[src/rtl/speed_mapped_pwm_generator_assert.svh]
// Assertion macros for the file that checks its own logic.
`ifndef SPEED_MAPPED_PWM_GENERATOR_ASSERT_SVH
`define SPEED_MAPPED_PWM_GENERATOR_ASSERT_SVH

// Same-cycle implication, disabled while reset is asserted.
`define SMPG_ASSERT_IMPLIES(label, clk, rst_n, ante, cons, msg) \
    label: assert property (@(posedge clk) disable iff (!rst_n) (ante) |-> (cons)) \
        else $error(msg);

// Next-cycle implication, disabled while reset is asserted.
`define SMPG_ASSERT_NEXT(label, clk, rst_n, ante, cons, msg) \
    label: assert property (@(posedge clk) disable iff (!rst_n) (ante) |=> (cons)) \
        else $error(msg);

`endif

[src/rtl/smpg_pkg.sv]
`timescale 1ns / 1ps
`default_nettype none

package smpg_pkg;

    localparam int TICKS_PER_SECOND_DEF = 1000000;

    localparam int SPEED_W = 15;
    localparam int DUTY_W  = 15;
    localparam int FREQ_W  = 14;
    localparam int CFG_W   = 15;
    localparam int CFG_IDX_W = 3;

    localparam logic [DUTY_W-1:0] DUTY_FULL = 15'd25600;
    // High time is (period * duty) / 25600, done as a shift by 10 and a division by 25.
    // The division by 25 is a multiply by a scaled reciprocal.
    localparam int DUTY_PRE_SHIFT = 10;
    localparam int DUTY_POST_DIV  = 25;

    localparam logic [CFG_IDX_W-1:0] CFG_SPEED_FLOOR   = 3'd0;
    localparam logic [CFG_IDX_W-1:0] CFG_SPEED_CEILING = 3'd1;
    localparam logic [CFG_IDX_W-1:0] CFG_DUTY_FLOOR    = 3'd2;
    localparam logic [CFG_IDX_W-1:0] CFG_DUTY_CEILING  = 3'd3;
    localparam logic [CFG_IDX_W-1:0] CFG_FREQ_FLOOR    = 3'd4;
    localparam logic [CFG_IDX_W-1:0] CFG_FREQ_CEILING  = 3'd5;

    localparam logic [SPEED_W-1:0] RST_SPEED_FLOOR   = 15'd20;
    localparam logic [SPEED_W-1:0] RST_SPEED_CEILING = 15'd300;
    localparam logic [DUTY_W-1:0]  RST_DUTY_FLOOR    = 15'd5120;
    localparam logic [DUTY_W-1:0]  RST_DUTY_CEILING  = 15'd25600;
    localparam logic [FREQ_W-1:0]  RST_FREQ_FLOOR    = 14'd50;
    localparam logic [FREQ_W-1:0]  RST_FREQ_CEILING  = 14'd200;
    localparam logic [FREQ_W-1:0]  RST_FREQ_SETTING  = 14'd50;

    typedef struct packed {
        logic take_item;
        logic spd_chk;
        logic norm_latch;
        logic mul_duty;
        logic mul_freq;
        logic set_freq;
        logic tick_chk;
        logic period_latch;
        logic high_mul;
        logic high_latch;
        logic tick_step;
        logic out_load;
    } t_cmd;

    typedef struct packed {
        logic spd_mid;
        logic tick_zero;
        logic duty_full;
        logic div_done;
    } t_status;

endpackage

`default_nettype wire

[src/rtl/smpg_in_if.sv]
`timescale 1ns / 1ps
`default_nettype none

interface smpg_in_if;
    logic               valid;
    logic               ready;
    logic               operation;
    logic signed [15:0] speed;

    modport source (output valid, output operation, output speed, input ready);
    modport sink   (input valid, input operation, input speed, output ready);
endinterface

`default_nettype wire

[src/rtl/smpg_out_if.sv]
`timescale 1ns / 1ps
`default_nettype none

interface smpg_out_if;
    logic                               valid;
    logic                               ready;
    logic                               pwm_level;
    logic [smpg_pkg::DUTY_W-1:0]        duty_now;
    logic [smpg_pkg::FREQ_W-1:0]        freq_now;

    modport source (output valid, output pwm_level, output duty_now, output freq_now,
                    input ready);
    modport sink   (input valid, input pwm_level, input duty_now, input freq_now,
                    output ready);
endinterface

`default_nettype wire

[src/rtl/smpg_div.sv]
`timescale 1ns / 1ps
`default_nettype none

// Restoring divider, one quotient bit per cycle. o_done pulses when o_quo is valid.
module smpg_div #(
    parameter int NW = 31,
    parameter int DW = 15
) (
    input  wire logic          i_clk,
    input  wire logic          i_rst_n,
    input  wire logic          i_start,
    input  wire logic [NW-1:0] i_num,
    input  wire logic [DW-1:0] i_den,
    output logic               o_done,
    output logic [NW-1:0]      o_quo
);
    localparam int CW = $clog2(NW + 1);

    logic [NW-1:0] r_quo;
    logic [DW-1:0] r_rem;
    logic [DW-1:0] r_den;
    logic [CW-1:0] r_cnt;
    logic          r_busy;
    logic          r_done;

    logic [DW:0]   w_shift;
    logic          w_ge;
    logic [DW:0]   w_diff;

    assign w_shift = {r_rem, r_quo[NW-1]};
    assign w_ge    = (w_shift >= {1'b0, r_den});
    assign w_diff  = w_shift - {1'b0, r_den};

    always_ff @(posedge i_clk) begin
        if (!i_rst_n) begin
            r_busy <= 1'b0;
            r_done <= 1'b0;
            r_cnt  <= '0;
        end else begin
            r_done <= 1'b0;
            if (i_start) begin
                r_busy <= 1'b1;
                r_cnt  <= CW'(NW);
            end else if (r_busy) begin
                r_cnt <= r_cnt - 1'b1;
                if (r_cnt == CW'(1)) begin
                    r_busy <= 1'b0;
                    r_done <= 1'b1;
                end
            end
        end
    end

    always_ff @(posedge i_clk) begin
        if (i_start) begin
            r_quo <= i_num;
            r_rem <= '0;
            r_den <= i_den;
        end else if (r_busy) begin
            r_quo <= {r_quo[NW-2:0], w_ge};
            r_rem <= w_ge ? w_diff[DW-1:0] : w_shift[DW-1:0];
        end
    end

    assign o_done = r_done;
    assign o_quo  = r_quo;
endmodule

`default_nettype wire

[src/rtl/smpg_datapath.sv]
`timescale 1ns / 1ps
`default_nettype none

module smpg_datapath #(
    parameter int TICKS_PER_SECOND = smpg_pkg::TICKS_PER_SECOND_DEF
) (
    input  wire logic                            i_clk,
    input  wire logic                            i_rst_n,
    input  wire logic                            i_cfg_we,
    input  wire logic [smpg_pkg::CFG_IDX_W-1:0]  i_cfg_idx,
    input  wire logic [smpg_pkg::CFG_W-1:0]      i_cfg_data,
    input  wire logic signed [15:0]              i_speed,
    input  wire smpg_pkg::t_cmd                  i_cmd,
    output smpg_pkg::t_status                    o_status,
    output logic                                 o_pwm_level,
    output logic [smpg_pkg::DUTY_W-1:0]          o_duty_now,
    output logic [smpg_pkg::FREQ_W-1:0]          o_freq_now
);
    localparam int P_W    = $clog2(TICKS_PER_SECOND + 1);
    localparam int MA     = (P_W > 17) ? P_W : 17;
    localparam int PROD_W = MA + 15;
    localparam int NW     = smpg_pkg::SPEED_W + 16;
    localparam int DW     = 15;
    localparam int SW     = smpg_pkg::SPEED_W;
    localparam int DUW    = smpg_pkg::DUTY_W;
    localparam int FW     = smpg_pkg::FREQ_W;
    // Reciprocal of the post divisor, scaled so that the truncated product is exact
    // for every numerator of ZW bits.
    localparam int ZW     = PROD_W - smpg_pkg::DUTY_PRE_SHIFT;
    localparam int RK     = ZW + $clog2(smpg_pkg::DUTY_POST_DIV);
    localparam int MW     = RK + 1 - $clog2(smpg_pkg::DUTY_POST_DIV);
    localparam logic [MW-1:0] RECIP =
        MW'(((64'd1 << RK) + 64'(smpg_pkg::DUTY_POST_DIV - 1)) / 64'(smpg_pkg::DUTY_POST_DIV));

    // Configuration registers.
    logic [SW-1:0]  r_cfg_sf, r_cfg_sc;
    logic [DUW-1:0] r_cfg_df, r_cfg_dc;
    logic [FW-1:0]  r_cfg_ff, r_cfg_fc;

    // Working state.
    logic [SW-1:0]     r_s;
    logic [16:0]       r_norm;
    logic [PROD_W-1:0] r_prod;
    logic [DUW-1:0]    r_duty;
    logic [FW-1:0]     r_freq;
    logic [P_W-1:0]    r_period;
    logic [P_W-1:0]    r_high;
    logic [P_W-1:0]    r_tick;
    logic              r_level;
    logic              r_out_level;
    logic [DUW-1:0]    r_out_duty;
    logic [FW-1:0]     r_out_freq;

    logic [15:0]       w_neg;
    logic [SW-1:0]     w_abs;
    logic [SW:0]       w_sc;
    logic [DUW-1:0]    w_df, w_dc_lo, w_dc, w_dd;
    logic [FW-1:0]     w_ff, w_fc, w_fd;
    logic              w_s_zero, w_s_full, w_s_mid;
    logic [SW-1:0]     w_sdiff;
    logic [SW:0]       w_sden_full;
    logic [MA-1:0]     w_mul_a;
    logic [DUW-1:0]    w_mul_b;
    logic [PROD_W-1:0] w_prod;
    logic              w_div_start;
    logic [NW-1:0]     w_div_num;
    logic [DW-1:0]     w_div_den;
    logic              w_div_done;
    logic [NW-1:0]     w_div_quo;
    logic [P_W-1:0]    w_period_q;
    logic [P_W:0]      w_tick_inc;
    logic [FW-1:0]     w_freq_nz;
    logic [ZW-1:0]     w_hq_num;
    logic [ZW+MW-1:0]  w_hq_prod;
    logic [P_W-1:0]    w_high_q;

    // Magnitude of the signed speed; the most negative value saturates.
    assign w_neg = ~i_speed + 16'd1;
    assign w_abs = i_speed[15] ? (w_neg[15] ? {SW{1'b1}} : w_neg[SW-1:0])
                               : i_speed[SW-1:0];

    // Register corrections applied on use.
    assign w_sc    = (r_cfg_sc <= r_cfg_sf) ? ({1'b0, r_cfg_sf} + 16'd1) : {1'b0, r_cfg_sc};
    assign w_df    = (r_cfg_df > smpg_pkg::DUTY_FULL) ? smpg_pkg::DUTY_FULL : r_cfg_df;
    assign w_dc_lo = (r_cfg_dc < w_df) ? w_df : r_cfg_dc;
    assign w_dc    = (w_dc_lo > smpg_pkg::DUTY_FULL) ? smpg_pkg::DUTY_FULL : w_dc_lo;
    assign w_dd    = w_dc - w_df;
    assign w_ff    = (r_cfg_ff == '0) ? FW'(1) : r_cfg_ff;
    assign w_fc    = (r_cfg_fc < w_ff) ? w_ff : r_cfg_fc;
    assign w_fd    = w_fc - w_ff;

    assign w_s_zero    = (r_s <= r_cfg_sf);
    assign w_s_full    = ({1'b0, r_s} >= w_sc);
    assign w_s_mid     = !w_s_zero && !w_s_full;
    assign w_sdiff     = r_s - r_cfg_sf;
    assign w_sden_full = w_sc - {1'b0, r_cfg_sf};

    // One shared multiplier.
    assign w_mul_a = i_cmd.high_mul ? MA'(r_period) : MA'(r_norm);
    assign w_mul_b = i_cmd.mul_duty ? w_dd : (i_cmd.mul_freq ? DUW'(w_fd) : r_duty);
    assign w_prod  = w_mul_a * w_mul_b;

    // High time from the period-duty product: drop the low bits, then divide by 25.
    assign w_hq_num  = r_prod[PROD_W-1:smpg_pkg::DUTY_PRE_SHIFT];
    assign w_hq_prod = w_hq_num * RECIP;
    assign w_high_q  = w_hq_prod[RK +: P_W];

    assign w_freq_nz = (r_freq == '0) ? FW'(1) : r_freq;

    // One shared divider: speed fraction and period length.
    always_comb begin
        w_div_start = 1'b0;
        w_div_num   = '0;
        w_div_den   = '0;
        if (i_cmd.spd_chk) begin
            w_div_start = w_s_mid;
            w_div_num   = NW'({w_sdiff, 16'h0000});
            w_div_den   = w_sden_full[DW-1:0];
        end else if (i_cmd.tick_chk) begin
            w_div_start = (r_tick == '0);
            w_div_num   = NW'(TICKS_PER_SECOND);
            w_div_den   = DW'(w_freq_nz);
        end
    end

    smpg_div #(
        .NW (NW),
        .DW (DW)
    ) u_div (
        .i_clk   (i_clk),
        .i_rst_n (i_rst_n),
        .i_start (w_div_start),
        .i_num   (w_div_num),
        .i_den   (w_div_den),
        .o_done  (w_div_done),
        .o_quo   (w_div_quo)
    );

    assign w_period_q = (w_div_quo[P_W-1:0] == '0) ? P_W'(1) : w_div_quo[P_W-1:0];
    assign w_tick_inc = {1'b0, r_tick} + 1'b1;

    always_ff @(posedge i_clk) begin
        if (!i_rst_n) begin
            r_cfg_sf <= smpg_pkg::RST_SPEED_FLOOR;
            r_cfg_sc <= smpg_pkg::RST_SPEED_CEILING;
            r_cfg_df <= smpg_pkg::RST_DUTY_FLOOR;
            r_cfg_dc <= smpg_pkg::RST_DUTY_CEILING;
            r_cfg_ff <= smpg_pkg::RST_FREQ_FLOOR;
            r_cfg_fc <= smpg_pkg::RST_FREQ_CEILING;
        end else if (i_cfg_we) begin
            unique case (i_cfg_idx)
                smpg_pkg::CFG_SPEED_FLOOR:   r_cfg_sf <= i_cfg_data[SW-1:0];
                smpg_pkg::CFG_SPEED_CEILING: r_cfg_sc <= i_cfg_data[SW-1:0];
                smpg_pkg::CFG_DUTY_FLOOR:    r_cfg_df <= i_cfg_data[DUW-1:0];
                smpg_pkg::CFG_DUTY_CEILING:  r_cfg_dc <= i_cfg_data[DUW-1:0];
                smpg_pkg::CFG_FREQ_FLOOR:    r_cfg_ff <= i_cfg_data[FW-1:0];
                smpg_pkg::CFG_FREQ_CEILING:  r_cfg_fc <= i_cfg_data[FW-1:0];
                default: begin
                end
            endcase
        end
    end

    always_ff @(posedge i_clk) begin
        if (!i_rst_n) begin
            r_duty   <= '0;
            r_freq   <= smpg_pkg::RST_FREQ_SETTING;
            r_period <= '0;
            r_high   <= '0;
            r_tick   <= '0;
            r_level  <= 1'b0;
        end else begin
            if (i_cmd.mul_freq) begin
                r_duty <= (r_norm == '0) ? '0 : w_df + DUW'(r_prod[PROD_W-1:16]);
            end
            if (i_cmd.set_freq) begin
                r_freq <= w_ff + FW'(r_prod[PROD_W-1:16]);
            end
            if (i_cmd.period_latch && w_div_done) begin
                r_period <= w_period_q;
            end
            if (i_cmd.high_mul && (r_duty >= smpg_pkg::DUTY_FULL)) begin
                r_high <= r_period;
            end
            if (i_cmd.high_latch) begin
                r_high <= w_high_q;
            end
            if (i_cmd.tick_step) begin
                r_level <= (r_tick < r_high);
                r_tick  <= (w_tick_inc >= {1'b0, r_period}) ? '0 : w_tick_inc[P_W-1:0];
            end
        end
    end

    always_ff @(posedge i_clk) begin
        if (i_cmd.take_item) begin
            r_s <= w_abs;
        end
        if (i_cmd.spd_chk) begin
            r_norm <= w_s_zero ? 17'd0 : 17'h10000;
        end
        if (i_cmd.norm_latch && w_div_done) begin
            r_norm <= w_div_quo[16:0];
        end
        if (i_cmd.mul_duty || i_cmd.mul_freq || i_cmd.high_mul) begin
            r_prod <= w_prod;
        end
        if (i_cmd.out_load) begin
            r_out_level <= r_level;
            r_out_duty  <= r_duty;
            r_out_freq  <= r_freq;
        end
    end

    assign o_status.spd_mid   = w_s_mid;
    assign o_status.tick_zero = (r_tick == '0);
    assign o_status.duty_full = (r_duty >= smpg_pkg::DUTY_FULL);
    assign o_status.div_done  = w_div_done;

    assign o_pwm_level = r_out_level;
    assign o_duty_now  = r_out_duty;
    assign o_freq_now  = r_out_freq;
endmodule

`default_nettype wire

[src/rtl/smpg_ctrl.sv]
`timescale 1ns / 1ps
`default_nettype none

module smpg_ctrl (
    input  wire logic              i_clk,
    input  wire logic              i_rst_n,
    input  wire logic              i_in_valid,
    input  wire logic              i_in_op,
    output logic                   o_in_ready,
    input  wire logic              i_out_ready,
    output logic                   o_out_valid,
    input  wire smpg_pkg::t_status i_status,
    output smpg_pkg::t_cmd         o_cmd
);
    localparam logic [3:0] S_IDLE     = 4'd0;
    localparam logic [3:0] S_SPD_CHK  = 4'd1;
    localparam logic [3:0] S_SPD_DIV  = 4'd2;
    localparam logic [3:0] S_SPD_MULD = 4'd3;
    localparam logic [3:0] S_SPD_MULF = 4'd4;
    localparam logic [3:0] S_SPD_FREQ = 4'd5;
    localparam logic [3:0] S_TK_CHK   = 4'd6;
    localparam logic [3:0] S_TK_DIVP  = 4'd7;
    localparam logic [3:0] S_TK_MULH  = 4'd8;
    localparam logic [3:0] S_TK_HST   = 4'd9;
    localparam logic [3:0] S_TK_STEP  = 4'd10;
    localparam logic [3:0] S_FIN      = 4'd11;

    logic [3:0] r_state, n_state;
    logic       r_out_valid, n_out_valid;
    logic       w_out_free;

    assign w_out_free = !r_out_valid || i_out_ready;

    always_comb begin
        n_state = r_state;
        o_cmd   = '0;
        unique case (r_state)
            S_IDLE: begin
                if (i_in_valid) begin
                    o_cmd.take_item = 1'b1;
                    n_state = i_in_op ? S_SPD_CHK : S_TK_CHK;
                end
            end
            S_SPD_CHK: begin
                o_cmd.spd_chk = 1'b1;
                n_state = i_status.spd_mid ? S_SPD_DIV : S_SPD_MULD;
            end
            S_SPD_DIV: begin
                o_cmd.norm_latch = 1'b1;
                if (i_status.div_done) begin
                    n_state = S_SPD_MULD;
                end
            end
            S_SPD_MULD: begin
                o_cmd.mul_duty = 1'b1;
                n_state = S_SPD_MULF;
            end
            S_SPD_MULF: begin
                o_cmd.mul_freq = 1'b1;
                n_state = S_SPD_FREQ;
            end
            S_SPD_FREQ: begin
                o_cmd.set_freq = 1'b1;
                n_state = S_FIN;
            end
            S_TK_CHK: begin
                o_cmd.tick_chk = 1'b1;
                n_state = i_status.tick_zero ? S_TK_DIVP : S_TK_STEP;
            end
            S_TK_DIVP: begin
                o_cmd.period_latch = 1'b1;
                if (i_status.div_done) begin
                    n_state = S_TK_MULH;
                end
            end
            S_TK_MULH: begin
                o_cmd.high_mul = 1'b1;
                n_state = i_status.duty_full ? S_TK_STEP : S_TK_HST;
            end
            S_TK_HST: begin
                o_cmd.high_latch = 1'b1;
                n_state = S_TK_STEP;
            end
            S_TK_STEP: begin
                o_cmd.tick_step = 1'b1;
                n_state = S_FIN;
            end
            S_FIN: begin
                // Hold the finished result until the output register is free.
                if (w_out_free) begin
                    o_cmd.out_load = 1'b1;
                    n_state = S_IDLE;
                end
            end
            default: begin
                n_state = S_IDLE;
            end
        endcase
    end

    always_comb begin
        n_out_valid = r_out_valid;
        if (o_cmd.out_load) begin
            n_out_valid = 1'b1;
        end else if (i_out_ready) begin
            n_out_valid = 1'b0;
        end
    end

    always_ff @(posedge i_clk) begin
        if (!i_rst_n) begin
            r_state     <= S_IDLE;
            r_out_valid <= 1'b0;
        end else begin
            r_state     <= n_state;
            r_out_valid <= n_out_valid;
        end
    end

    assign o_in_ready  = (r_state == S_IDLE);
    assign o_out_valid = r_out_valid;
endmodule

`default_nettype wire

[src/rtl/speed_mapped_pwm_generator.sv]
`timescale 1ns / 1ps
`default_nettype none

// PWM generator driven by one transaction per microsecond tick, with duty and
// frequency mapped linearly from the latest speed sample. Every input
// transaction (tick or speed sample) yields exactly one output transaction
// carrying the PWM level and the current duty and frequency settings. Items are
// handled one at a time through a small controller and a datapath that shares
// one multiplier and one restoring divider producing one quotient bit per cycle
// (NW = 31 quotient bits). The high time divides by a constant and uses a
// reciprocal multiply instead of the divider. A tick that starts a new period
// runs the divider once for the period length, and a speed sample inside the
// speed window runs it once for the speed fraction; other items do not use it.
// A finished result waits until the output register is free. The input is
// ready again in the cycle after the result is loaded, so the input is taken
// again as soon as the previous result sits in the output register, even while
// it waits there.
module speed_mapped_pwm_generator #(
    parameter int TICKS_PER_SECOND = smpg_pkg::TICKS_PER_SECOND_DEF
) (
    input  wire logic                           i_clk,
    input  wire logic                           i_rst_n,
    smpg_in_if.sink                             i_in,
    smpg_out_if.source                          o_out,
    input  wire logic                           i_cfg_we,
    input  wire logic [smpg_pkg::CFG_IDX_W-1:0] i_cfg_idx,
    input  wire logic [smpg_pkg::CFG_W-1:0]     i_cfg_data
);
    `include "speed_mapped_pwm_generator_assert.svh"

    smpg_pkg::t_cmd    w_cmd;
    smpg_pkg::t_status w_status;

    smpg_ctrl u_ctrl (
        .i_clk       (i_clk),
        .i_rst_n     (i_rst_n),
        .i_in_valid  (i_in.valid),
        .i_in_op     (i_in.operation),
        .o_in_ready  (i_in.ready),
        .i_out_ready (o_out.ready),
        .o_out_valid (o_out.valid),
        .i_status    (w_status),
        .o_cmd       (w_cmd)
    );

    smpg_datapath #(
        .TICKS_PER_SECOND (TICKS_PER_SECOND)
    ) u_datapath (
        .i_clk       (i_clk),
        .i_rst_n     (i_rst_n),
        .i_cfg_we    (i_cfg_we),
        .i_cfg_idx   (i_cfg_idx),
        .i_cfg_data  (i_cfg_data),
        .i_speed     (i_in.speed),
        .i_cmd       (w_cmd),
        .o_status    (w_status),
        .o_pwm_level (o_out.pwm_level),
        .o_duty_now  (o_out.duty_now),
        .o_freq_now  (o_out.freq_now)
    );

    // A new transaction is never taken while one is still being worked on.
    `SMPG_ASSERT_NEXT(a_busy_after_accept, i_clk, i_rst_n,
        i_in.valid && i_in.ready, !i_in.ready,
        "input accepted while previous item in work")

    // A result appears only when the controller loads the output register.
    `SMPG_ASSERT_IMPLIES(a_out_from_load, i_clk, i_rst_n,
        $rose(o_out.valid), $past(w_cmd.out_load),
        "output valid rose without a result load")

    // The duty setting never exceeds full scale.
    `SMPG_ASSERT_IMPLIES(a_duty_range, i_clk, i_rst_n,
        o_out.valid, o_out.duty_now <= smpg_pkg::DUTY_FULL,
        "duty setting above full scale")
endmodule

`default_nettype wire
[src/flat_wrapper.sv]
// flat-port wrapper written by rule: the top's interface ports become plain ports
module speed_mapped_pwm_generator_flat 
#(
    parameter int TICKS_PER_SECOND = smpg_pkg::TICKS_PER_SECOND_DEF
)
  (i_clk, i_rst_n, i_cfg_we, i_cfg_idx, i_cfg_data, i_in_valid, i_in_operation, i_in_speed, i_in_ready, o_out_valid, o_out_pwm_level, o_out_duty_now, o_out_freq_now, o_out_ready);
  smpg_in_if i_in_i ();
  smpg_out_if o_out_i ();
  input  wire logic i_clk;
  input  wire logic i_rst_n;
  input  wire logic i_cfg_we;
  input  wire logic [smpg_pkg::CFG_IDX_W-1:0] i_cfg_idx;
  input  wire logic [smpg_pkg::CFG_W-1:0] i_cfg_data;
  input wire logic [$bits(i_in_i.valid)-1:0] i_in_valid;
  input wire logic [$bits(i_in_i.operation)-1:0] i_in_operation;
  input wire logic [$bits(i_in_i.speed)-1:0] i_in_speed;
  output wire logic [$bits(i_in_i.ready)-1:0] i_in_ready;
  output wire logic [$bits(o_out_i.valid)-1:0] o_out_valid;
  output wire logic [$bits(o_out_i.pwm_level)-1:0] o_out_pwm_level;
  output wire logic [$bits(o_out_i.duty_now)-1:0] o_out_duty_now;
  output wire logic [$bits(o_out_i.freq_now)-1:0] o_out_freq_now;
  input wire logic [$bits(o_out_i.ready)-1:0] o_out_ready;
  assign i_in_i.valid = i_in_valid;
  assign i_in_i.operation = i_in_operation;
  assign i_in_i.speed = i_in_speed;
  assign i_in_ready = i_in_i.ready;
  assign o_out_valid = o_out_i.valid;
  assign o_out_pwm_level = o_out_i.pwm_level;
  assign o_out_duty_now = o_out_i.duty_now;
  assign o_out_freq_now = o_out_i.freq_now;
  assign o_out_i.ready = o_out_ready;
  speed_mapped_pwm_generator #(.TICKS_PER_SECOND(TICKS_PER_SECOND)) u_core (.i_clk(i_clk), .i_rst_n(i_rst_n), .i_in(i_in_i), .o_out(o_out_i), .i_cfg_we(i_cfg_we), .i_cfg_idx(i_cfg_idx), .i_cfg_data(i_cfg_data));
endmodule
[config.mk]
export PLATFORM = sky130hd
export DESIGN_NAME = speed_mapped_pwm_generator_flat
export DESIGN_NICKNAME = d
export VERILOG_FILES = /design/src/rtl/smpg_pkg.sv /design/src/rtl/smpg_in_if.sv /design/src/rtl/smpg_out_if.sv /design/src/rtl/smpg_div.sv /design/src/rtl/smpg_datapath.sv /design/src/rtl/smpg_ctrl.sv /design/src/rtl/speed_mapped_pwm_generator.sv /design/src/flat_wrapper.sv
export VERILOG_INCLUDE_DIRS = /design/src /design/src/rtl
export SDC_FILE = /design/constraint.sdc
export NUM_CORES = 2
export LEC_CHECK = 0
export BUFFER_PORTS_ARGS = -buffer_cell sky130_fd_sc_hd__buf_2
export CORE_MARGIN = 5
export CORE_UTILIZATION = 35
export DETAILED_ROUTE_END_ITERATION = 10
export HOLD_SLACK_MARGIN = 0.05
export MAX_ROUTING_LAYER = met4
export PLACE_DENSITY = 0.47
export SLEW_MARGIN = 5
export SYNTH_ARGS = -nofsm -noshare
export SYNTH_HDL_FRONTEND = slang
export SYNTH_SLANG_ARGS = --single-unit
[constraint.sdc]
create_clock -name i_clk -period 12.9 [get_ports i_clk]
set_clock_uncertainty 0.05 [all_clocks]
set_input_delay 2.58 -clock i_clk [delete_from_list [all_inputs] [get_ports i_clk]]
set_output_delay 2.58 -clock i_clk [all_outputs]
set_load 0.02 [all_outputs]
# Word level (Yosys, flattened, before mapping)
# Cells that the tools add are included.
dict set report op_classes {
  add_sub_neg 11
  multipliers 2
  order_cmp 11
  eq_ne 21
  muxes 60
  bitwise 3
  n_reduce_logical 30
}
# cell count
set ops {}
lappend ops {{$mux W15} 10}
lappend ops {{$mux W20} 6}
lappend ops {{$mux W31} 3}
lappend ops {{$sub A15 B15 Y15} 4}
lappend ops {{$mux W14} 4}
lappend ops {{$mux W17} 3}
lappend ops {{$mul A25 B26 Y50 const B} 1}
lappend ops {{$pmux W4 S11} 1}
lappend ops {{$logic_not A20 Y1} 2}
lappend ops {{$mul A20 B15 Y35} 1}
lappend ops {{$gt A15 B15 Y1 const B} 2}
lappend ops {{$le A15 B15 Y1} 2}
lappend ops {{$logic_not A14 Y1} 2}
lappend ops {{$mux W1} 23}
lappend ops {{$add A20 B1 Y21 const B} 1}
lappend ops {{$ge A21 B20 Y1} 1}
lappend ops {{$lt A20 B20 Y1} 1}
lappend ops {{$mux W4} 5}
lappend ops {{$logic_not A17 Y1} 1}
lappend ops {{$add A15 B1 Y16 const B} 1}
lappend ops {{$add A16 B1 Y16 const B} 1}
lappend ops {{$eq A4 B3 Y1 const B} 4}
lappend ops {{$eq A4 B4 Y1 const B} 4}
lappend ops {{$ge A15 B16 Y1} 1}
lappend ops {{other kinds (31)} 54}
dict set report word_totals {
  reg_bits 348
  in_bits 40
}

# Logic depth before layout (Yosys ltp)
dict set report depth {
  ltp_word 9
  ltp_mapped 55
}

# By module
# A second synthesis with hierarchy kept.
dict set report hier_totals {
  hier_cells 4476
  hier_area_um2 40284.9
}
# module instances cells_per_inst area_per_inst_um2 seq_area_each_um2
set by_module_without_submodules {}
lappend by_module_without_submodules {smpg_datapath 1 4096 36254.8 6175.9}
lappend by_module_without_submodules {smpg_div 1 306 3524.6 1821.7}
lappend by_module_without_submodules {smpg_ctrl 1 74 505.5 100.1}

# Least setup slack after synthesis
# OpenSTA, ideal clock, no wires.
dict set report synth_timing {
  kind {reg-to-reg}
  from {reg u_core.u_datapath.r_cfg_df[10]}
  to {reg u_core.u_datapath.r_prod[34] (data pin)}
  setup_time_ns 0.260
  arrival_time_ns 10.664
  t_required_ns 12.590
  slack_ns 1.926
  path_stages_with_launch 47
  path_cell_list {dfxtp_1 -> o311ai_0 -> nand2_1 -> ha_1 -> nor2b_1 -> o21ai_0 -> nand2_1 -> a21oi_1 -> o21ai_0 -> a221oi_1 -> buf_2 -> buf_4 -> mux2i_1 -> nor2_1 -> ha_1 -> nor2b_1 -> o21ai_0 -> nand2b_1 -> [11 not listed] -> fa_1 -> fa_1 -> fa_1 -> inv_1 -> fa_1 -> inv_1 -> ha_1 -> a21oi_1 -> o21bai_1 -> a21o_1 -> a221oi_1 -> o32ai_1 -> a31oi_1 -> a311oi_2 -> o21a_2 -> o21a_1 -> nor2_1 -> xnor2_1}
}
dict set report synth_via {
  elab_chain_len 9
}
# item line_no
set synth_rtl {}
lappend synth_rtl {{start: declaration} smpg_datapath.sv:37} ;# logic [DUW-1:0] r_cfg_df, r_cfg_dc;
lappend synth_rtl {{start signal: assignment} smpg_datapath.sv:146} ;# r_cfg_df <= smpg_pkg::RST_DUTY_FLOOR;
lappend synth_rtl {{start signal: assignment} smpg_datapath.sv:154} ;# smpg_pkg::CFG_DUTY_FLOOR: r_cfg_df <= i_cfg_data[DUW-1:0];
lappend synth_rtl {{$gt A15 B15 Y1} smpg_datapath.sv:84} ;# assign w_df = (r_cfg_df > smpg_pkg::DUTY_FULL) ? smpg_pkg::DUTY_FULL : r_cfg_df;
lappend synth_rtl {{$mux W15 (*)} smpg_datapath.sv:84}
lappend synth_rtl {{$lt A15 B15 Y1} smpg_datapath.sv:85} ;# assign w_dc_lo = (r_cfg_dc < w_df) ? w_df : r_cfg_dc;
lappend synth_rtl {{$mux W15} smpg_datapath.sv:85}
lappend synth_rtl {{$gt A15 B15 Y1} smpg_datapath.sv:86} ;# assign w_dc = (w_dc_lo > smpg_pkg::DUTY_FULL) ? smpg_pkg::DUTY_FULL : w_dc_lo;
lappend synth_rtl {{$mux W15} smpg_datapath.sv:86}
lappend synth_rtl {{$sub A15 B15 Y15 (*)} smpg_datapath.sv:87} ;# assign w_dd = w_dc - w_df;
lappend synth_rtl {{$mux W15 (*)} smpg_datapath.sv:100} ;# assign w_mul_b = i_cmd.mul_duty ? w_dd : (i_cmd.mul_freq ? DUW'(w_fd) : r_duty);
lappend synth_rtl {{$mul A20 B15 Y35 (*)} smpg_datapath.sv:101} ;# assign w_prod = w_mul_a * w_mul_b;
lappend synth_rtl {{net u_core.u_datapath.w_prod[34]} smpg_datapath.sv:64} ;# logic [PROD_W-1:0] w_prod;
lappend synth_rtl {{end signal: assignment} smpg_datapath.sv:206} ;# r_prod <= w_prod;
lappend synth_rtl {{end: declaration} smpg_datapath.sv:43} ;# logic [PROD_W-1:0] r_prod;
# The timed path passes the listed nets; every way through them passes the cells marked *.
# A chain may end at the register's enable or synchronous reset.

# Worst setup path after layout
dict set report layout_timing {
  from {reg u_core.u_datapath.r_cfg_df[0]}
  to {reg u_core.u_datapath.r_prod[34] (data pin)}
}
# The elaborated chain is that of the path after synthesis.

==> results by group <==
GRT
  – Antenna violations before repair: 3
  – GRT Overall Usage: 20.9%
  – First-pass GRT wire length: 190000 microns
  – Vias in the first global route: 30950
  – Gr ovfl total: 0
  – Largest net degree at the start of global routing: 57

Timing
  – Final min period: 11.91 ns
  – Final Hold Viols: 0
  – Fin crit share: 92.3%
  – Endpoints failing setup: 0
  – Peak Freq: 83.9 MHz
  – Worst slew pin tran: 1.08 ns
  – Normalized max-slew margin: 27.9%
  – RSZ-0062 raised after global routing: false
  – Slew Limit Fails: 0
  – Setup TNS: 0 ns

Hold path
  – Worst min path class: flop to flop

Floorplan
  – IO Count: 72
  – Core Footprint: 0.113 sq mm
  – Die W: 347 microns
  – DIE HEIGHT: 347 microns
  – Row Count: 123
  – Initial cell density of the core: 35.3%
  – Die area: 0.121 sq mm

Logic synthesis
  – Yosys reg bits: 338
  – Synth Instances: 4446
  – Top cells by area, synth: fa_1 (23%), ha_1 (18%), dfxtp_1 (10%), edfxtp_1 (10%), inv_1 (7.2%)
  – Largest area contributor in the netlist: fa_1
  – Synthesized area per cell: 8.95 sq um
  – Post-synth EDFFs: 133
  – Post-synth top area share: 22.7%
  – Synth Flop Type: dfxtp_1
  – Mapped Nets: 5494
  – Yosys cell types: 83
  – FFs w/ async S/R, synth: 0%
  – Proportion of synthesized chip area in sequential cells: 20.3%
  – Ys Warns: 0
  – Synth Cell Area: 0.0398 sq mm

Cells and area
  – Area of the multi-input gates: 0.0283 sq mm
  – Sequential cell area: 0.00810 sq mm
  – Layout cells sized above 1: 6.11%
  – Area Overhead vs Synth: 9.11%
  – Nets: 5512
  – Filler Cell Count: 11670

Clock tree
  – # H-tree levels: 2
  – Clk root buf: clkbuf_16
  – CTS Buf Count: 43
  – # clock sinks: 338
  – Clk slew on worst S/H paths: 0.06 ns
  – Clock Latency Late Sink: 0.60 ns
  – CTS tree: built
  – Clock Tree Buf Depth: 3

Critical path
  – WP data arrival: 12.18 ns
  – Max Fanout on Critical Path: 7
  – Peak per-stage delay on the critical path: 0.59 ns
  – Critical-path top delay cell: a31oi_2
  – CP Capture Type: flop
  – Critical path startpoint category: flop
  – Required time of the critical path: 13.17 ns
  – Critical path's top delay family: compound AO/OA/AOI/OAI gates
  – Crit path top cell by count: fa_1
  – Crit path kind: flop to flop
  – CP bufs+invs: 4

Routing
  – Detail Route Antenna Nets: 0
  – Final WL: 123000 microns
  – Drt first-iter violations: 1882
  – Vias per inst: 5.04
  – WL per Instance: 20.5 microns
  – # DRC: 0
  – Via count: 30252
  – Drt first pass iters: 5

Outcome
  – Status: completed

Placed design
  – Placer Congestion: 0.886
  – Post-DP HPWL: 102000 microns
  – Buffers on Ports: 71

Job
  – Max_cap viols: 0
kinds of logic after synthesis:
family | after synthesis | share of synthesized area, %
xor+xnor | 150 | 3.30
mux | 83 | 2.24
simple gates | 1273 | 14.4
buf+inv | 915 | 8.65
fa+ha+maj | 1008 | 40.2
compound gates | 679 | 10.9
flops | 338 | 20.3
area by class of cell:
type | instances | area share, %
clock inverter | 19 | 0.493
timing repair buffer | 126 | 1.77
sequential | 338 | 18.6
antenna | 3 | 0.0173
multi-input combinational | 3193 | 65.2
clock buffer | 60 | 2.92
tap | 1500 | 4.32
inverter | 762 | 6.59
flip-flops by register name, indices dropped and copies added (netlist names), 4 cells and up:
name and flops:
u_core.u_datapath.r_cfg_df 15, u_core.u_datapath.u_div.r_rem 15, u_core.u_datapath.r_norm 17, u_core.u_datapath.r_cfg_dc 15, u_core.u_datapath.u_div.r_den 15, u_core.u_datapath.r_prod 25
u_core.u_datapath.o_duty_now 15, u_core.u_datapath.r_cfg_sc 15, u_core.u_datapath.r_freq 14, u_core.u_datapath.r_s 15, u_core.u_datapath.r_high 20, u_core.u_datapath.r_cfg_sf 15
u_core.u_datapath.r_duty 15, u_core.u_datapath.u_div.r_cnt 5, u_core.u_datapath.r_cfg_fc 14, u_core.u_datapath.r_period 20, u_core.u_datapath.r_tick 20, u_core.u_datapath.r_cfg_ff 14
u_core.u_ctrl.r_state 4, u_core.u_datapath.o_freq_now 14, u_core.u_datapath.u_div.o_quo 31
per-stage QoR:
step,instance area (sq um),utilization (%),hold slack (ns),setup slack (ns),instances
global route,43400,38.5,0.395,0.0866,6000
global placement,41900,37.2,0.367,1.14,5919
CTS,43400,38.5,0.385,0.910,5998
detailed placement,41900,37.2,0.369,0.951,5919
finish,43400,38.5,0.383,0.987,6001
floorplan,39800,-,0.350,1.93,4446
what timing repair did:
item	in CTS	in global routing
hold buffers	0	0
buffers inserted	0	0
gates resized for setup	0	1
endpoints found under the setup margin	0	1
path summary, 6_finish.rpt:
path	from	endpoint	slack, ns	cells past startpoint
max	u_core.u_datapath.r_cfg_df[0]	u_core.u_datapath.r_prod[34]	0.99	48
min	u_core.u_datapath.r_duty[5]	u_core.u_datapath.o_duty_now[5]	0.38	0
max reg2reg	u_core.u_datapath.r_cfg_df[0]	u_core.u_datapath.r_prod[34]	0.99	48
min reg2reg	u_core.u_datapath.r_duty[5]	u_core.u_datapath.o_duty_now[5]	0.38	0
worst register-to-register path, delay by kind of cell, from the launching register on:
kind | cells | cell delay (ns)
adder cells (fa/ha/maj) | 10 | 4.32
XOR/XNOR | 2 | 0.24
AO/OA/AOI/OAI | 21 | 4.52
buffers and inverters | 4 | 0.20
flip-flops | 1 | 0.33
AND/OR/NAND/NOR | 11 | 1.97
cell usage after synthesis (6+ instances only):
master / n
nand2_1: 595
nor4_1: 26
or3_1: 15
nor2b_1: 42
a21o_1: 77
nand3_1: 71
o21bai_1: 12
fa_1: 451
o21ai_0: 120
a21boi_0: 14
nor2_1: 250
inv_1: 762
nor3_1: 66
mux2_1: 7
o211ai_1: 21
ha_1: 557
o31ai_1: 20
a211o_1: 6
nor3b_1: 6
dfxtp_1: 205
xor2_1: 43
mux2_2: 38
a31oi_1: 19
and2_1: 64
nand4_1: 31
a2111oi_0: 6
nand2b_1: 36
xnor2_1: 107
a211oi_1: 29
or2_2: 12
mux2i_1: 37
a22oi_1: 16
o31a_1: 6
o21a_1: 27
edfxtp_1: 133
and3_1: 33
a21oi_1: 242
clkbuf_1: 144
layer usage:
layer	GRT usage, %	routed length, microns	share of wire (%)	vias to the layer above
met5	-	0	0	-
met4	4.52	2770	2.2	0
met3	2.42	5570	4.5	131
met2	33.8	57100	46	637
met1	28.4	57800	47	14864
li1	-	-	-	14620
layout by cell type, fill, tap and decap left out, types with 42 or more instances in the layout:
cell type and n:
buf_2 71, nand2_1 595, fa_1 451, dfxtp_1 205
clkbuf_16 47, nor2b_1 42, a21oi_1 242, nand3_1 71
nor2_1 249, and2_1 64, edfxtp_1 133, xnor2_1 107
a21o_1 77, buf_4 55, ha_1 557, inv_1 761
o21ai_0 120, nor3_1 63, xor2_1 43
Power is left out: the tool's default activity adds up to more than one toggle a clock period on the data nets, which glitch-free logic cannot reach.
